===== src/design/qsm_pkg.sv =====
package qsm_pkg;

   localparam int QUAT_W  = 16;
   localparam int SCALE_W = 16;
   localparam int POS_W   = 32;
   localparam int ENTRY_W = 32;

   // quaternion products in Q4.28
   localparam int PROD_W  = 2 * QUAT_W;
   // rotation term in Q.28, wide enough for 1 - 2(a+b) and 2(a+b)
   localparam int TERM_W  = PROD_W + 2;
   // term times scale in Q.36
   localparam int SCALED_W  = TERM_W + SCALE_W;
   localparam int OUT_SHIFT = 20;
   localparam int SHIFT_W   = SCALED_W - OUT_SHIFT;

   localparam logic signed [TERM_W-1:0] ONE_Q28 = TERM_W'(1) <<< 28;

   typedef logic signed [QUAT_W-1:0]  quat_type;
   typedef logic signed [SCALE_W-1:0] scale_type;
   typedef logic signed [POS_W-1:0]   pos_type;
   typedef logic signed [ENTRY_W-1:0] entry_type;
   typedef logic signed [PROD_W-1:0]  prod_type;
   typedef logic signed [TERM_W-1:0]  term_type;

   // diagonal term: 1 - 2(a + b)
   function automatic term_type diag_term(prod_type a, prod_type b);
      term_type ea;
      term_type eb;
      ea = TERM_W'(a);
      eb = TERM_W'(b);
      return ONE_Q28 - ((ea + eb) <<< 1);
   endfunction

   // off-diagonal term: 2(a + b) or 2(a - b)
   function automatic term_type off_term(prod_type a, prod_type b, logic sub);
      term_type ea;
      term_type eb;
      ea = TERM_W'(a);
      eb = TERM_W'(b);
      return sub ? ((ea - eb) <<< 1) : ((ea + eb) <<< 1);
   endfunction

endpackage


===== src/design/qsm_scale_lane.sv =====
module qsm_scale_lane
   import qsm_pkg::*;
(
   input  logic      clock,
   input  logic      load,
   input  term_type  term,
   input  scale_type scale,
   output entry_type entry
);

   logic signed [SCALED_W-1:0] scaled_ff;
   logic signed [SCALED_W-1:0] scaled_in;
   logic signed [SHIFT_W-1:0]  shifted;
   logic signed [SHIFT_W:0]    top_bits;

   assign scaled_in = SCALED_W'(term) * SCALED_W'(scale);

   always_ff @(posedge clock) begin
      if (load) begin
         scaled_ff <= scaled_in;
      end
   end

   // floor shift to Q16.16, saturate to the entry range when SHIFT_W exceeds ENTRY_W
   assign shifted  = scaled_ff[SCALED_W-1:OUT_SHIFT];
   assign top_bits = (SHIFT_W + 1)'(shifted) >>> (ENTRY_W - 1);

   always_comb begin
      if (SHIFT_W <= ENTRY_W) begin
         entry = ENTRY_W'(shifted);
      end else if (top_bits == '0 || top_bits == '1) begin
         entry = ENTRY_W'(shifted);
      end else if (shifted[SHIFT_W-1]) begin
         entry = {1'b1, {(ENTRY_W-1){1'b0}}};
      end else begin
         entry = {1'b0, {(ENTRY_W-1){1'b1}}};
      end
   end

endmodule

===== config.mk =====
export PLATFORM = sky130hd
export DESIGN_NAME = qsm_scale_lane
export DESIGN_NICKNAME = d
export VERILOG_FILES = /design/src/design/qsm_pkg.sv /design/src/design/qsm_scale_lane.sv
export SDC_FILE = /design/constraint.sdc
export NUM_CORES = 1
export LEC_CHECK = 0
export ABC_CLOCK_PERIOD_IN_PS = 8650
export BUFFER_PORTS_ARGS = -buffer_cell sky130_fd_sc_hd__buf_2
export CORE_ASPECT_RATIO = 0.7
export CORE_MARGIN = 5
export CORE_UTILIZATION = 55
export DETAILED_ROUTE_END_ITERATION = 16
export MAX_ROUTING_LAYER = met4
export PLACE_DENSITY_LB_ADDON = 0.1
export REMOVE_ABC_BUFFERS = 1
export SETUP_SLACK_MARGIN = 0.1
export SLEW_MARGIN = 20
export SYNTH_ARGS = -nofsm -noshare
export SYNTH_HDL_FRONTEND = slang
export SYNTH_SLANG_ARGS = --single-unit

===== constraint.sdc =====
create_clock -name clock -period 8.65 [get_ports clock]
set_input_delay 1.2975 -clock clock [delete_from_list [all_inputs] [get_ports clock]]
set_output_delay 1.2975 -clock clock [all_outputs]
set_load 0.005 [all_outputs]

==> reports/results.txt <==
Status -> completed
RSZ-0062 raised after global routing -> false
Num rows -> 57
Post-CTS setup buffer count -> 0
WP data required -> 8.66 ns
Syn avg cell area -> 9.09 um2
Largest family of logic cells by synthesized area -> adder cells
Worst slew pin tran -> 0.888 ns
Post-Synth Simple-Gate Area -> 15.4%
Largest register FFs -> 30
DIE AREA -> 39200 um2
Worst path slowest cell -> buf_2
Max-slew violations -> 0
Largest stage delay, worst path -> 0.66 ns
Highest routed layer -> met4
Critical path cell sequence -> buf_2 > nand2_1 > fa_1 > fa_1 > fa_1 > inv_1 > fa_1 > fa_1 > fa_1 > ha_1 > nand3_1 > nor3_1 > nand2_1 > o211ai_2 > a311oi_2 > o41ai_2 > a41oi_2 > xnor2_1
Post-CTS Resized -> 0
Root buffer cell -> clkbuf_16
Most used cell, CP -> fa_1
Critical path endpoint category -> flip-flop
Die span in y -> 167 um
Seq cells post-synth -> 30
Yosys warns -> 0
Area post-placement -> 20100 um2
Setup TNS -> 0 ns
Remaining antenna violation count -> 0
Most frequent cells in the layout -> 591 x inv_1, 513 x fa_1, 323 x nand2_1, 214 x and2_1, 115 x ha_1
DIE WIDTH -> 234 um
Area of the multi-input gates -> 15900 um2
IO buf count -> 83
Fillers -> 3112
CTS tree -> built
Worst-path maximum fanout -> 34
Crit start category -> primary input
Period utilisation layout -> 88.5%
Class of the worst hold path -> in -> reg
Pin count of the biggest net entering global routing -> 35
Max Freq -> 131 MHz
Most common cell after layout, fill and taps aside -> inv_1
Vias in the first global route -> 15.7k
First-pass GRT wire length -> 83000 um
Adder-Cell Fraction of Synth Area -> 60.4%
Share of layout cells above drive strength 1 -> 5.05%
Synth Area in XOR/XNOR -> 1.67%
Final instance area -> 20200 um2
Slew HR -> 40.8%
Metal-1 WL -> 21900 um
EDFF count, synth -> 30
Largest registers -> scaled_ff x30
Met3 routed wirelength -> 4280 um
Register area -> 901 um2
Mux share of post-synthesis cell area -> 0.161%
Iteration count of the initial detailed-routing pass -> 6
Compound-Gate Fraction of Synth Area -> 4.43%
Sink Count -> 30
Ys flop type -> edfxtp_1
Remaining DRCs -> 0
Worst hold path depth -> 1
H-tree levels -> 2
Initial antenna violation count -> 0
Routed vias/inst -> 5.32
Routability-driven placement congestion ratio -> 0.911
Core area -> 34700 um2
I/O pin count -> 84
Clock-pin transition on the worst setup and hold timing paths -> 0.05 ns
Hold Slack -> 1.60 ns
Routed WL -> 49300 um
Mapped cell area -> 19400 um2
WL/cell -> 18.9 um
Final hold vios -> 0
Initial Util -> 55.8%
Maximum root-to-sink buffer count -> 2
Hold-fix buffers, CTS -> 0
Total number of vias -> 13.9k
Num CTS Buffers -> 5
ANT cells -> 0
Synth async-reset ratio -> 0%
Sequential fraction of the synthesis area -> 4.65%
Area grow syn2layout -> 4.35%
Met2 routed WL -> 22100 um
WP data arrival -> 7.66 ns
Hpwl dp -> 39800 um
GRT Total Usage -> 27.9%
Post-synthesis instance total -> 2133
Setup-failing EPs final -> 0
Initial DRC Count -> 971
Largest Register -> scaled_ff
Total grt overflow -> 0
WS Path Type -> in -> reg
Minimum clock period -> 7.65 ns
Max_cap viols -> 0
NumNets Final -> 2818
Netlist cell types -> 57
==> cell families after synthesis <==
| logic type | count (synthesis) |
|---|---|
| AOI/OAI and AO/OA | 124 |
| DFF | 30 |
| adders and majority gates | 628 |
| and+or+nand+nor | 627 |
| muxes | 3 |
| buffers and inverters | 684 |
| xor gates and xnor gates | 37 |
==> per-layer routing <==
layer	up-vias	track usage, %
li1	6116	-
met1	7162	40.0
met2	542	42.4
met3	68	5.51
met4	0	4.97
met5	-	-
==> worst max-delay path, delay by kind of cell <==
| kind | cells | cell delay [ns] |
|---|---|---|
| compound gates | 4 | 1.24 |
| xor+xnor | 1 | 0.16 |
| fa+ha+maj | 7 | 3.44 |
| buf+inv | 2 | 0.72 |
| simple gates | 4 | 0.77 |
==> per-stage QoR <==
stage	setup WS [ns]	utilization, %	instances
after global placement	0.827	57.8	2603
after global routing	0.617	58.2	2611
final	0.997	58.2	2611
after CTS	1.00	58.2	2611
after detailed placement	0.712	57.8	2603
after floorplan	1.78	-	2040
==> synthesized netlist by cell type, types with 2 or more instances <==
master,n,area (um2)
a21oi_1,37,185
mux2i_1,2,20.0
o21ai_1,2,10.0
o21bai_1,2,15.0
a211o_1,2,17.5
a21oi_2,2,17.5
nand3_1,8,40.0
o2111ai_1,2,17.5
nor2b_1,2,12.5
o221ai_1,2,17.5
inv_1,591,2220
buf_4,2,15.0
a211oi_1,3,22.5
nor2_1,49,184
xnor2_1,29,254
a31oi_1,4,25.0
o21ai_0,19,95.1
edfxtp_1,30,901
nor3_1,8,40.0
clkbuf_1,87,327
o211ai_1,6,45.0
buf_2,3,15.0
fa_1,513,10300
and2_1,214,1340
xor2_1,8,70.1
nand2_1,323,1210
a21o_1,18,135
ha_1,115,1440
o21a_1,6,45.0
nand4_1,10,62.6
o22ai_1,2,12.5
nand2b_1,5,31.3
and3_1,2,12.5
a41oi_1,2,17.5
==> worst paths after layout <==
check | startpoint | slack [ns] | endpoint
min | load | 1.60 | scaled_ff[26]$_DFFE_PP_
max | scale[1] | 1.0 | scaled_ff[49]$_DFFE_PP_
==> final cells by class <==
class,instances,share of cell area (%)
Multi-Input combinational cell,1419,78.6
Tap cell,472,2.92
Sequential cell,30,4.45
Timing Repair Buffer,91,2.35
Clock buffer,6,0.637
Clock inverter,2,0.0433
Inverter,591,11.0
Power is left out: the tool's default activity adds up to more than one toggle a clock period on the data nets, which glitch-free logic cannot reach.
